<file path="src/pfe_pkg.sv">
// Package for the packet frame encoder: widths, codes, queue command type
// and the bytewise CRC-32 step. No dependencies.

package pfe_pkg;

  localparam int MAX_PAYLOAD  = 512;
  localparam int LEN_W        = 10;
  localparam int WIN_MAX      = 31;
  localparam int TYPE_SHIFT   = 5;
  localparam int FRAME_OVERHEAD = 8;
  localparam int QUEUE_DEPTH  = 4;
  localparam int QPTR_W       = $clog2(QUEUE_DEPTH);
  localparam int QCNT_W       = $clog2(QUEUE_DEPTH + 1);

  localparam logic [LEN_W-1:0] BUF_LIMIT_RST = LEN_W'(512);
  localparam logic [31:0]      CRC_INIT      = 32'hFFFF_FFFF;
  localparam logic [31:0]      CRC_POLY      = 32'hEDB8_8320;

  localparam logic [2:0] PT_ONE  = 3'd1;
  localparam logic [2:0] PT_TWO  = 3'd2;
  localparam logic [2:0] PT_FOUR = 3'd4;

  typedef enum logic [2:0] {
    ST_OK       = 3'd0,
    ST_BAD_LEN  = 3'd1,
    ST_BAD_TYPE = 3'd2,
    ST_BAD_WIN  = 3'd3,
    ST_NO_MEM   = 3'd4
  } status_t;

  typedef enum logic [1:0] {
    CMD_HDR  = 2'd0,
    CMD_ERR  = 2'd1,
    CMD_DATA = 2'd2
  } cmd_kind_t;

  typedef enum logic [1:0] {
    BK_IDLE = 2'd0,
    BK_HDR  = 2'd1,
    BK_PAD  = 2'd2,
    BK_CRC  = 2'd3
  } back_state_t;

  // One queue entry. byte0 is the first header byte or the payload byte;
  // fin marks a zero-length header or the last payload byte of a frame.
  typedef struct packed {
    cmd_kind_t        kind;
    logic [7:0]       byte0;
    logic [7:0]       byte1;
    logic [LEN_W-1:0] plen;
    logic [1:0]       pad;
    logic             fin;
    status_t          status;
  } cmd_t;

  typedef struct packed {
    logic full;
    logic empty;
  } q_stat_t;

  function automatic logic [31:0] crc_byte(input logic [31:0] c, input logic [7:0] b);
    logic [31:0] v;
    v = c ^ {24'd0, b};
    for (int i = 0; i < 8; i++) begin
      v = v[0] ? ((v >> 1) ^ CRC_POLY) : (v >> 1);
    end
    return v;
  endfunction

endpackage

</file>
<file path="src/pfe_in_if.sv">
// Input channel of the frame encoder: header items and payload bytes.
// Depends on pfe_pkg.

interface pfe_in_if;
  import pfe_pkg::*;

  logic             valid;
  logic             ready;
  logic             header_item;
  logic [2:0]       pkt_type;
  logic [7:0]       window_size;
  logic [7:0]       seq_number;
  logic [LEN_W-1:0] payload_length;
  logic [7:0]       data_byte;

  modport source (output valid, header_item, pkt_type, window_size, seq_number,
                  payload_length, data_byte, input ready);
  modport sink (input valid, header_item, pkt_type, window_size, seq_number,
                payload_length, data_byte, output ready);
endinterface

</file>
<file path="src/pfe_out_if.sv">
// Result channel of the frame encoder: one frame byte per item.
// Depends on pfe_pkg.

interface pfe_out_if;
  import pfe_pkg::*;

  logic             valid;
  logic             ready;
  logic [7:0]       out_byte;
  logic [2:0]       status;
  logic             frame_last;
  logic [LEN_W-1:0] frame_length;

  modport source (output valid, out_byte, status, frame_last, frame_length,
                  input ready);
  modport sink (input valid, out_byte, status, frame_last, frame_length,
                output ready);
endinterface

</file>
<file path="src/pfe_front.sv">
// Front end: accepts items, checks headers, tracks the open packet and
// pushes commands to the queue. Depends on pfe_pkg and pfe_in_if.

module pfe_front (
  input  logic                        clk,
  input  logic                        rst_n,
  pfe_in_if.sink                      in_ch,
  input  logic [pfe_pkg::LEN_W-1:0]   buffer_limit,
  input  logic                        q_full,
  output logic                        push,
  output pfe_pkg::cmd_t               cmd
);
  import pfe_pkg::*;

  logic             in_packet_r, in_packet_nxt;
  logic [LEN_W-1:0] bytes_left_r, bytes_left_nxt;
  logic             acc;
  logic [1:0]       pad;
  logic [LEN_W:0]   plen;
  status_t          st;

  assign in_ch.ready = !q_full;
  assign acc = in_ch.valid && in_ch.ready;

  always_comb begin
    pad  = 2'd0 - in_ch.payload_length[1:0];
    plen = {1'b0, in_ch.payload_length} + {{(LEN_W - 1){1'b0}}, pad};
    if (32'(in_ch.payload_length) > MAX_PAYLOAD) begin
      st = ST_BAD_LEN;
    end else if (in_ch.pkt_type != PT_ONE && in_ch.pkt_type != PT_TWO &&
                 in_ch.pkt_type != PT_FOUR) begin
      st = ST_BAD_TYPE;
    end else if (32'(in_ch.window_size) > WIN_MAX) begin
      st = ST_BAD_WIN;
    end else if (plen > {1'b0, buffer_limit}) begin
      st = ST_NO_MEM;
    end else begin
      st = ST_OK;
    end
  end

  always_comb begin
    in_packet_nxt  = in_packet_r;
    bytes_left_nxt = bytes_left_r;
    push           = 1'b0;
    cmd.kind       = CMD_DATA;
    cmd.byte0      = in_ch.data_byte;
    cmd.byte1      = in_ch.seq_number;
    cmd.plen       = plen[LEN_W-1:0];
    cmd.pad        = pad;
    cmd.fin        = (bytes_left_r == LEN_W'(1));
    cmd.status     = st;
    if (acc) begin
      if (in_ch.header_item) begin
        push = 1'b1;
        if (st != ST_OK) begin
          cmd.kind      = CMD_ERR;
          in_packet_nxt = 1'b0;
        end else begin
          cmd.kind       = CMD_HDR;
          cmd.byte0      = 8'(({5'd0, in_ch.pkt_type} << TYPE_SHIFT) | in_ch.window_size);
          cmd.fin        = (in_ch.payload_length == '0);
          in_packet_nxt  = (in_ch.payload_length != '0);
          bytes_left_nxt = in_ch.payload_length;
        end
      end else if (in_packet_r) begin
        push           = 1'b1;
        bytes_left_nxt = bytes_left_r - LEN_W'(1);
        if (bytes_left_r == LEN_W'(1)) begin
          in_packet_nxt = 1'b0;
        end
      end
      // payload byte with no open packet: drop
    end
  end

  always_ff @(posedge clk) begin
    if (!rst_n) begin
      in_packet_r  <= 1'b0;
      bytes_left_r <= '0;
    end else begin
      in_packet_r  <= in_packet_nxt;
      bytes_left_r <= bytes_left_nxt;
    end
  end

endmodule

</file>
<file path="src/pfe_queue.sv">
// Short command queue between front and back end.
// Depends on pfe_pkg.

module pfe_queue (
  input  logic              clk,
  input  logic              rst_n,
  input  logic              push,
  input  pfe_pkg::cmd_t     push_cmd,
  input  logic              pop,
  output pfe_pkg::cmd_t     head,
  output pfe_pkg::q_stat_t  stat
);
  import pfe_pkg::*;

  cmd_t              entry_r [QUEUE_DEPTH];
  logic [QPTR_W-1:0] wr_ptr_r, rd_ptr_r;
  logic [QCNT_W-1:0] count_r;
  logic              do_push, do_pop;

  assign stat.full  = (count_r == QCNT_W'(QUEUE_DEPTH));
  assign stat.empty = (count_r == '0);
  assign do_push    = push && !stat.full;
  assign do_pop     = pop && !stat.empty;
  assign head       = entry_r[rd_ptr_r];

  always_ff @(posedge clk) begin
    if (do_push) begin
      entry_r[wr_ptr_r] <= push_cmd;
    end
  end

  always_ff @(posedge clk) begin
    if (!rst_n) begin
      wr_ptr_r <= '0;
      rd_ptr_r <= '0;
      count_r  <= '0;
    end else begin
      if (do_push) begin
        wr_ptr_r <= wr_ptr_r + QPTR_W'(1);
      end
      if (do_pop) begin
        rd_ptr_r <= rd_ptr_r + QPTR_W'(1);
      end
      count_r <= count_r + QCNT_W'(do_push) - QCNT_W'(do_pop);
    end
  end

endmodule

</file>
<file path="src/pfe_back.sv">
// Back end: serializes commands into frame bytes, runs the CRC and holds
// the output register. Depends on pfe_pkg and pfe_out_if.

module pfe_back (
  input  logic              clk,
  input  logic              rst_n,
  input  pfe_pkg::cmd_t     head,
  input  logic              q_empty,
  output logic              pop,
  pfe_out_if.source         out_ch
);
  import pfe_pkg::*;

  back_state_t      state_r, state_nxt;
  logic [1:0]       cnt_r, cnt_nxt;
  logic [31:0]      crc_r, crc_nxt;
  logic [7:0]       seq_r, seq_nxt;
  logic [LEN_W-1:0] plen_r, plen_nxt;
  logic [1:0]       pad_r, pad_nxt;
  logic             zero_r, zero_nxt;

  logic             vld_r, vld_nxt;
  logic [7:0]       byte_r, byte_nxt;
  status_t          status_r, status_nxt;
  logic             last_r, last_nxt;
  logic [LEN_W-1:0] flen_r, flen_nxt;

  logic             adv;
  logic [31:0]      crc_out;

  assign adv     = !vld_r || out_ch.ready;
  assign crc_out = ~crc_r;

  assign out_ch.valid        = vld_r;
  assign out_ch.out_byte     = byte_r;
  assign out_ch.status       = status_r;
  assign out_ch.frame_last   = last_r;
  assign out_ch.frame_length = flen_r;

  always_comb begin
    state_nxt  = state_r;
    cnt_nxt    = cnt_r;
    crc_nxt    = crc_r;
    seq_nxt    = seq_r;
    plen_nxt   = plen_r;
    pad_nxt    = pad_r;
    zero_nxt   = zero_r;
    vld_nxt    = vld_r && !out_ch.ready;
    byte_nxt   = byte_r;
    status_nxt = status_r;
    last_nxt   = last_r;
    flen_nxt   = flen_r;
    pop        = 1'b0;
    if (adv) begin
      status_nxt = ST_OK;
      last_nxt   = 1'b0;
      flen_nxt   = '0;
      case (state_r)
        BK_IDLE: begin
          if (!q_empty) begin
            pop     = 1'b1;
            vld_nxt = 1'b1;
            case (head.kind)
              CMD_ERR: begin
                byte_nxt   = 8'd0;
                status_nxt = head.status;
                last_nxt   = 1'b1;
                crc_nxt    = CRC_INIT;
              end
              CMD_HDR: begin
                byte_nxt  = head.byte0;
                crc_nxt   = crc_byte(CRC_INIT, head.byte0);
                seq_nxt   = head.byte1;
                plen_nxt  = head.plen;
                pad_nxt   = head.pad;
                zero_nxt  = head.fin;
                cnt_nxt   = 2'd1;
                state_nxt = BK_HDR;
              end
              CMD_DATA: begin
                byte_nxt = head.byte0;
                crc_nxt  = crc_byte(crc_r, head.byte0);
                if (head.fin) begin
                  cnt_nxt   = 2'd0;
                  state_nxt = (pad_r != 2'd0) ? BK_PAD : BK_CRC;
                end
              end
              default: begin
                vld_nxt = 1'b0;
              end
            endcase
          end
        end
        BK_HDR: begin
          vld_nxt = 1'b1;
          case (cnt_r)
            2'd1:    byte_nxt = seq_r;
            2'd2:    byte_nxt = plen_r[7:0];
            default: byte_nxt = 8'(plen_r >> 8);
          endcase
          crc_nxt = crc_byte(crc_r, byte_nxt);
          cnt_nxt = cnt_r + 2'd1;
          if (cnt_r == 2'd3) begin
            state_nxt = zero_r ? BK_CRC : BK_IDLE;
          end
        end
        BK_PAD: begin
          vld_nxt  = 1'b1;
          byte_nxt = 8'd0;
          crc_nxt  = crc_byte(crc_r, 8'd0);
          pad_nxt  = pad_r - 2'd1;
          if (pad_r == 2'd1) begin
            cnt_nxt   = 2'd0;
            state_nxt = BK_CRC;
          end
        end
        BK_CRC: begin
          vld_nxt  = 1'b1;
          byte_nxt = crc_out[{cnt_r, 3'b000} +: 8];
          cnt_nxt  = cnt_r + 2'd1;
          if (cnt_r == 2'd3) begin
            last_nxt  = 1'b1;
            flen_nxt  = LEN_W'(FRAME_OVERHEAD) + plen_r;
            crc_nxt   = CRC_INIT;
            state_nxt = BK_IDLE;
          end
        end
        default: begin
          state_nxt = BK_IDLE;
        end
      endcase
    end
  end

  always_ff @(posedge clk) begin
    if (!rst_n) begin
      state_r <= BK_IDLE;
      cnt_r   <= 2'd0;
      crc_r   <= CRC_INIT;
      pad_r   <= 2'd0;
      zero_r  <= 1'b0;
      plen_r  <= '0;
      vld_r   <= 1'b0;
    end else begin
      state_r <= state_nxt;
      cnt_r   <= cnt_nxt;
      crc_r   <= crc_nxt;
      pad_r   <= pad_nxt;
      zero_r  <= zero_nxt;
      plen_r  <= plen_nxt;
      vld_r   <= vld_nxt;
    end
  end

  always_ff @(posedge clk) begin
    seq_r    <= seq_nxt;
    byte_r   <= byte_nxt;
    status_r <= status_nxt;
    last_r   <= last_nxt;
    flen_r   <= flen_nxt;
  end

endmodule

</file>
<file path="src/packet_frame_encoder_crc32.sv">
// Top level of the packet frame encoder with CRC-32.
// Depends on pfe_pkg, pfe_in_if, pfe_out_if, pfe_front, pfe_queue, pfe_back.
//
//   channel   dir  handshake          carries
//   in_ch     in   valid/ready        header fields or one payload byte
//   out_ch    out  valid/ready        one frame byte, status, last, length
//   cfg_*     in   cfg_we, no ready   buffer_limit (10 bits)
//
// One item is accepted per cycle while the 4-entry command queue has room.
// Unless out_ch stalls, the back end sends one frame byte per cycle: a header
// gives 4 bytes (8 for an empty payload), a payload byte 1, the last 1+pad+4.
// Reset is synchronous, active low; buffer_limit resets to 512.
// An output stall backs up into the queue and then drops in_ch.ready.

module packet_frame_encoder_crc32 (
  input  logic                       clk,
  input  logic                       rst_n,
  pfe_in_if.sink                     in_ch,
  pfe_out_if.source                  out_ch,
  input  logic                       cfg_we,
  input  logic [pfe_pkg::LEN_W-1:0]  cfg_data
);
  import pfe_pkg::*;

  logic [LEN_W-1:0] buffer_limit_r;
  logic             push, pop;
  cmd_t             push_cmd, head;
  q_stat_t          q_stat;

  always_ff @(posedge clk) begin
    if (!rst_n) begin
      buffer_limit_r <= BUF_LIMIT_RST;
    end else if (cfg_we) begin
      buffer_limit_r <= cfg_data;
    end
  end

  pfe_front u_front (
    .clk          (clk),
    .rst_n        (rst_n),
    .in_ch        (in_ch),
    .buffer_limit (buffer_limit_r),
    .q_full       (q_stat.full),
    .push         (push),
    .cmd          (push_cmd)
  );

  pfe_queue u_queue (
    .clk      (clk),
    .rst_n    (rst_n),
    .push     (push),
    .push_cmd (push_cmd),
    .pop      (pop),
    .head     (head),
    .stat     (q_stat)
  );

  pfe_back u_back (
    .clk     (clk),
    .rst_n   (rst_n),
    .head    (head),
    .q_empty (q_stat.empty),
    .pop     (pop),
    .out_ch  (out_ch)
  );

  a_queue_stat: assert property (@(posedge clk) disable iff (!rst_n)
    !(q_stat.full && q_stat.empty))
    else $error("queue reports full and empty at once");

  a_no_push_full: assert property (@(posedge clk) disable iff (!rst_n)
    q_stat.full |-> !push)
    else $error("command pushed into a full queue");

  a_err_result: assert property (@(posedge clk) disable iff (!rst_n)
    out_ch.valid && out_ch.status != ST_OK |->
      out_ch.frame_last && out_ch.out_byte == 8'd0 && out_ch.frame_length == '0)
    else $error("error result with bad fields");

  a_len_on_last: assert property (@(posedge clk) disable iff (!rst_n)
    out_ch.valid && out_ch.frame_length != '0 |-> out_ch.frame_last)
    else $error("frame length shown on a byte that is not last");

endmodule
</file>
<file path="src/flat_wrapper.sv">
// flat-port wrapper written by rule: the top's interface ports become plain ports
module packet_frame_encoder_crc32_flat import pfe_pkg::*;
  (clk, rst_n, cfg_we, cfg_data, in_ch_valid, in_ch_header_item, in_ch_pkt_type, in_ch_window_size, in_ch_seq_number, in_ch_payload_length, in_ch_data_byte, in_ch_ready, out_ch_valid, out_ch_out_byte, out_ch_status, out_ch_frame_last, out_ch_frame_length, out_ch_ready);
  pfe_in_if in_ch_i ();
  pfe_out_if out_ch_i ();
  input  logic clk;
  input  logic rst_n;
  input  logic cfg_we;
  input  logic [pfe_pkg::LEN_W-1:0] cfg_data;
  input wire logic [$bits(in_ch_i.valid)-1:0] in_ch_valid;
  input wire logic [$bits(in_ch_i.header_item)-1:0] in_ch_header_item;
  input wire logic [$bits(in_ch_i.pkt_type)-1:0] in_ch_pkt_type;
  input wire logic [$bits(in_ch_i.window_size)-1:0] in_ch_window_size;
  input wire logic [$bits(in_ch_i.seq_number)-1:0] in_ch_seq_number;
  input wire logic [$bits(in_ch_i.payload_length)-1:0] in_ch_payload_length;
  input wire logic [$bits(in_ch_i.data_byte)-1:0] in_ch_data_byte;
  output wire logic [$bits(in_ch_i.ready)-1:0] in_ch_ready;
  output wire logic [$bits(out_ch_i.valid)-1:0] out_ch_valid;
  output wire logic [$bits(out_ch_i.out_byte)-1:0] out_ch_out_byte;
  output wire logic [$bits(out_ch_i.status)-1:0] out_ch_status;
  output wire logic [$bits(out_ch_i.frame_last)-1:0] out_ch_frame_last;
  output wire logic [$bits(out_ch_i.frame_length)-1:0] out_ch_frame_length;
  input wire logic [$bits(out_ch_i.ready)-1:0] out_ch_ready;
  assign in_ch_i.valid = in_ch_valid;
  assign in_ch_i.header_item = in_ch_header_item;
  assign in_ch_i.pkt_type = in_ch_pkt_type;
  assign in_ch_i.window_size = in_ch_window_size;
  assign in_ch_i.seq_number = in_ch_seq_number;
  assign in_ch_i.payload_length = in_ch_payload_length;
  assign in_ch_i.data_byte = in_ch_data_byte;
  assign in_ch_ready = in_ch_i.ready;
  assign out_ch_valid = out_ch_i.valid;
  assign out_ch_out_byte = out_ch_i.out_byte;
  assign out_ch_status = out_ch_i.status;
  assign out_ch_frame_last = out_ch_i.frame_last;
  assign out_ch_frame_length = out_ch_i.frame_length;
  assign out_ch_i.ready = out_ch_ready;
  packet_frame_encoder_crc32 u_core (.clk(clk), .rst_n(rst_n), .in_ch(in_ch_i), .out_ch(out_ch_i), .cfg_we(cfg_we), .cfg_data(cfg_data));
endmodule
</file>
<file path="config.mk">
export PLATFORM = sky130hd
export DESIGN_NAME = packet_frame_encoder_crc32_flat
export DESIGN_NICKNAME = d
export VERILOG_FILES = /design/src/pfe_pkg.sv /design/src/pfe_in_if.sv /design/src/pfe_out_if.sv /design/src/pfe_front.sv /design/src/pfe_queue.sv /design/src/pfe_back.sv /design/src/packet_frame_encoder_crc32.sv /design/src/flat_wrapper.sv
export SDC_FILE = /design/constraint.sdc
export NUM_CORES = 1
export LEC_CHECK = 0
export ABC_AREA = 1
export BUFFER_PORTS_ARGS = -buffer_cell sky130_fd_sc_hd__buf_2
export CORE_MARGIN = 2
export CORE_UTILIZATION = 45
export CTS_CLUSTER_SIZE = 30
export DETAILED_ROUTE_END_ITERATION = 8
export GPL_TIMING_DRIVEN = 0
export PLACE_DENSITY = 0.71
export SETUP_SLACK_MARGIN = 0.15
export SLEW_MARGIN = 25
export SYNTH_ARGS = -nofsm -noshare
export SYNTH_HDL_FRONTEND = slang
export SYNTH_SLANG_ARGS = --single-unit
</file>
<file path="constraint.sdc">
create_clock -name clk -period 6.3 [get_ports clk]
set_clock_uncertainty 0.2 [all_clocks]
set_input_delay 0.63 -clock clk [delete_from_list [all_inputs] [get_ports clk]]
set_output_delay 0.63 -clock clk [all_outputs]
set_load 0.01 [all_outputs]
</file>
After elaboration in Yosys (flattened, before gate mapping)

Memory sizes are Yosys's and may differ from the RTL's. A register that Yosys moved wholly into a read port is not among the register bits.
Index checks and enable logic that the tools add are counted.

Bitwise logic cells: 40
Add/sub/neg operators: 10
Shift-type cells: 1
Equal/unequal tests: 24
Muxes and demuxes: 95
$lt $le $gt $ge: 3
Reductions and logical operators: 33

Operator list:

| cell                                                                   | count |
|---|---|
| 32-bit 2-to-1 mux                                                      | 34 |
| 13-bit NOT with 14-bit output                                          | 32 |
| 32-bit one-hot mux with 4 select lines                                 | 1 |
| 32-bit one-hot mux with 3 select lines                                 | 1 |
| 32-bit by 8-bit XOR with 32-bit output                                 | 2 |
| 10-bit 2-to-1 mux                                                      | 5 |
| 8-bit 2-to-1 mux                                                       | 4 |
| 32-bit NOT                                                             | 1 |
| 8-bit NOT with 32-bit output                                           | 1 |
| 8-bit one-hot mux with 2 select lines                                  | 2 |
| 8-bit one-hot mux with 4 select lines                                  | 1 |
| 32-bit by 6-bit indexed part select with 8-bit output                  | 1 |
| 2-bit 2-to-1 mux                                                       | 13 |
| 1-bit 2-to-1 mux                                                       | 23 |
| 3-bit 2-to-1 mux                                                       | 4 |
| 2-bit one-hot mux with 2 select lines                                  | 3 |
| 4-bit AND reduction                                                    | 3 |
| 10-bit by 2-bit adder with 11-bit output                               | 1 |
| 11-bit by 10-bit > comparator with 1-bit output                        | 1 |
| 4-bit by 10-bit adder with 10-bit output, first input constant         | 1 |
| 10-bit by 1-bit equality test with 1-bit output, second input constant | 1 |
| 2-bit equality test, second input constant                             | 5 |
| 10-bit > comparator, second input constant                             | 1 |
| 10-bit logical NOT                                                     | 1 |
| 34 further kinds                                                       | 64 |

Memories: 1
RAM bits: 136
Register bits: 108
Word-level logic and storage cells: 225

Memory list:

| memory                 | depth | width | rd ports | clocked after memory_dff | wr ports | RTL line        | source |
|---|---|---|---|---|---|---|---|
| u_core.u_queue.entry_r | 4     | 34    | 1        | 1                        | 1        | pfe_queue.sv:15 | `cmd_t entry_r [QUEUE_DEPTH];` |

Logic depth before layout (Yosys ltp)

Word-level depth: 22
Mapped depth: 23

By module

A second synthesis with hierarchy kept.

Cells, all modules: 1973
Area total of the unflattened synthesis: 15802.7 µm²

Modules (own cells, without submodules):

| module                     | sequential area each (µm²) | area each (µm²) | times used | cells an instance |
|---|---|---|---|---|
| pfe_back                   | 1901.8                     | 8012.7          | 1          | 1237 |
| pfe_queue                  | 4264.1                     | 5731.7          | 1          | 397 |
| pfe_front                  | 220.2                      | 1649.1          | 1          | 277 |
| packet_frame_encoder_crc32 | 200.2                      | 409.1           | 1          | 62 |

Worst setup path before layout

OpenSTA, ideal clock, no wires.

Kind: input-to-reg
Start point: input port in_ch_payload_length[0]
End point: memory u_core.u_queue.entry_r[0][30] in the netlist's numbering (data pin)
Buffers on the path: 1
Required time: 5840 ps
Stages: 22
Data arrival time: 3369 ps
Slack: 2471 ps
Cell sequence: inv_1 ha_1 xor2_1 nand3_1 nand2_1 nand2_1 nor4_1 nand3_1 xor2_1 inv_1 ha_1 inv_1 o211ai_1 nor2_1 nand2_1 nand2_1 nand2_1 nor2_2 buf_2 nand2_1 o21ai_1 inv_1

RTL lines:

| element         | RTL line           | source |
|---|---|---|
| start, declared | flat_wrapper.sv:15 | `input wire logic [$bits(in_ch_i.payload_length)-1:0] in_ch_payload_length;` |
| end, declared   | pfe_queue.sv:15    |  |

==> flow_summary.json <==
{
  "endpoint_kind": "flop",
  "hold_viol": 0,
  "cts_tree": "done",
  "first_global_vias": 14076,
  "synth_seq_cells": 240,
  "period_needed_ns": 4.704,
  "cts_sinks": 240,
  "dr.first_iter.drc_count": 1651,
  "preCtsSetupSlack_ns": 1.098,
  "drt.antenna.violating_nets": 0,
  "tightest_slew_ns": 0.9938,
  "register_area_sq_um": 6416,
  "cts_max_level": 1,
  "place.gp.congestion": 1.073,
  "grt_usage": 0.2946,
  "path_cells": "buf_2 > inv_1 > ha_1 > xor2_1 > nand3_1 > nand2_1 > nand2_1 > nor4_1 > nand3_1 > xor2_1 > inv_1 > ha_1 > inv_1 > o211ai_1 > nor2_1 > nand2_1 > nand2_1 > nand2_1 > nor2_2 > buf_2 > nand2_1 > o21ai_1 > inv_1",
  "final_util": 0.5106,
  "num-fill-cells": 3344,
  "ys_seq_area_frac": 0.4095,
  "clock_latency_ns": 0.56,
  "synth_nets": 2209,
  "grt_max_degree": 22,
  "fp.dieW_microns": 190.6,
  "drive_gt1_frac": 0.1095,
  "crit_slowest_cell": "ha_1",
  "synth_cell_types": 52,
  "synth_top_cell_by_area": "edfxtp_1",
  "drv_cap": 0,
  "maxSlewViolCount": 0,
  "fmax_mhz": 212.6,
  "io_pins": 77,
  "p_total_uw": 10620,
  "fin_ws_ns": 1.596,
  "startpoint_type": "input pin",
  "core_area_sq_um": 34460,
  "finalSetupTns_ns": 0,
  "crit_path_max_incr_delay_ns": 0.45,
  "syn-cell-area_sq_um": 15670,
  "clockRootBuffer": "clkbuf_16",
  "avgSynthCellArea_sq_um": 7.384,
  "yosysWarnings": 0,
  "place_hpwl_mm": 40.61,
  "fp.dieH_microns": 190.6,
  "cts_resized": 0,
  "areaGrowthSynthToFinish_pct": 12.29,
  "arrival_ns": 4.79,
  "port_buffers": 74,
  "whs_ns": 0.09366,
  "vias_per_cell": 5.657,
  "n_antenna_cell": 0,
  "cpMostUsedCell": "nand2_1",
  "antenna_found_initial": 0,
  "setup_viol": 0,
  "grt_pass1_wl_mm": 80.90,
  "syn_inst": 2122,
  "crit_required_ns": 6.39,
  "rows": 68,
  "rsz0062_at_grt": "false",
  "numCtsBuffers": 26,
  "max_slew_margin": 0.3375,
  "hold_path.class": "input pin to flop",
  "dieArea_sq_um": 36330,
  "period_share": 0.7466,
  "wl_per_cell_microns": 19.95,
  "cellLeakagePower_uw": 0.007730,
  "gr-total-overflow": 0,
  "vias": 15279,
  "multi_input_comb_area_sq_um": 8058,
  "drc": 0,
  "wirelength_mm": 53.88,
  "worstSetupPathType": "input pin to flop",
  "initial_core_util": 0.4547,
  "ir_drop_v": 0.0003096,
  "clockBufferDepth": 3,
  "path_max_fanout": 10,
  "nets": 2315,
  "hold_buffers": 0,
  "dr.pass1.iters": 6,
  "path_clk_slew_ns": 0.06,
  "post_cts.repair.setup_buffers": 0,
  "power_density_nw_per_um2": 603.6,
  "status": "completed",
  "yosysTopAreaCellShare": 0.3086,
  "synthTopCellsByArea": "edfxtp_1, nand2_1, dfxtp_1"
}
==> through the flow <==
| stage | std cells | instance area, sq um |
|---|---|---|
| final | 2701 | 17590 |
| after global routing | 2701 | 17590 |
| after global placement | 2651 | 16610 |
| after floorplan | 2122 | 15670 |
| after CTS | 2701 | 17590 |
| after detailed placement | 2655 | 16740 |
==> where the power goes <==
part / internal, uW / switching (uW) / leakage, uW
sequential: 1990 / 217 / 0.00215
clock: 887 / 647 / 0.000411
combinational: 2010 / 4870 / 0.00517
==> sequential cells by signal, indices dropped and copies added, names as in the netlist, named ones only <==
signal and cells:
u_core.u_queue.entry_r 132, u_core.u_back.crc_r 32, u_core.buffer_limit_r 10, u_core.u_front.bytes_left_r 10, u_core.u_back.out_ch.frame_length 9, u_core.u_back.plen_r 9, u_core.u_back.out_ch.out_byte 8, u_core.u_back.seq_r 8
u_core.u_back.out_ch.status 3, u_core.u_queue.count_r 3, u_core.u_back.cnt_r 2, u_core.u_back.pad_r 2, u_core.u_back.state_r 2, u_core.u_queue.rd_ptr_r 2, u_core.u_queue.wr_ptr_r 2, u_core.u_back.out_ch.frame_last 1
u_core.u_back.out_ch.valid 1, u_core.u_back.zero_r 1, u_core.u_front.in_packet_r 1
==> cell families (layout without fill, tap and decap cells) <==
| group | Yosys count | count (layout) | synth area share |
|---|---|---|---|
| xor gates and xnor gates | 95 | 95 | 0.05837 |
| and+or+nand+nor | 1080 | 1080 | 0.2962 |
| buffers and inverters | 295 | 419 | 0.07818 |
| DFF | 240 | 240 | 0.4095 |
| adders and majority gates | 34 | 34 | 0.02763 |
| AOI/OAI and AO/OA | 375 | 375 | 0.1286 |
| muxes | 2 | 2 | 0.001278 |
| other | 1 | 1 | 0.0002393 |
==> area by class of cell <==
type,instances,share of cell area
timing repair buffer,78,0.02688
inverter,211,0.04530
multi-input combinational,1587,0.4580
buffer,84,0.02432
clock inverter,15,0.01045
tap,455,0.03236
sequential,240,0.3647
clock buffer,31,0.03805
==> layer usage <==
metal	GRT usage	share of wire
met1	0.3834	0.39
met2	0.4750	0.45
met3	0.04435	0.098
met4	0.1544	0.061
met5	0	0
==> worst paths after layout <==
check	slack (ns)	cells after the start	startpoint	to
worst max-delay path	1.60	23	in_ch_payload_length[0]	u_core.u_queue.entry_r[1][31]$_DFFE_PP_
worst min-delay path	0.09	1	in_ch_seq_number[2]	u_core.u_queue.entry_r[3][18]$_DFFE_PP_
worst max register to register	1.67	16	flop	u_core.u_back.crc_r[4]$_SDFFE_PN1P_
worst min register to register	0.27	2	u_core.buffer_limit_r[3]$_SDFFE_PN0P_	u_core.buffer_limit_r[3]$_SDFFE_PN0P_
==> cells in the final DEF (no fill, tap or decap), types with 50 or more instances in the layout <==
master / synthesis / final
a21oi_1: 138 / 138
buf_2: 9 / 83
clkbuf_1: 51 / 56
dfxtp_1: 79 / 79
edfxtp_1: 161 / 161
inv_1: 195 / 195
nand2_1: 636 / 636
nand2_2: 50 / 50
nand3_1: 185 / 185
nor2_1: 152 / 148
o21ai_0: 170 / 170
xor2_1: 57 / 57
==> synth_stat cells (all sizes together) <==
| cell type | number |
|---|---|
| dfxtp | 79 |
| buf | 33 |
| nor4 | 2 |
| nand3 | 194 |
| a221oi | 1 |
| fa | 1 |
| o311ai | 3 |
| o2111ai | 2 |
| inv | 208 |
| mux2i | 2 |
| o31ai | 1 |
| nand4 | 7 |
| a31oi | 7 |
| o22ai | 22 |
| ha | 33 |
| o211ai | 14 |
| o21ai | 176 |
| nand2 | 692 |
| nor3b | 2 |
| xor2 | 65 |
| clkinv | 3 |
| or2 | 11 |
| o21a | 1 |
| o21bai | 3 |
| nor3 | 10 |
| xnor2 | 30 |
| o221ai | 5 |
| clkbuf | 51 |
| edfxtp | 161 |
| nor2 | 156 |
| a21oi | 138 |
| a32oi | 2 |
| nand3b | 6 |
| conb | 1 |
==> worst max-delay path: cells and delay by family <==
kind / cells / cell delay, ns
xor+xnor: 2 / 0.40
compound gates: 2 / 0.24
simple gates: 11 / 1.75
fa+ha+maj: 2 / 0.79
buf+inv: 6 / 0.95
(Power assumes the default switching activity.)
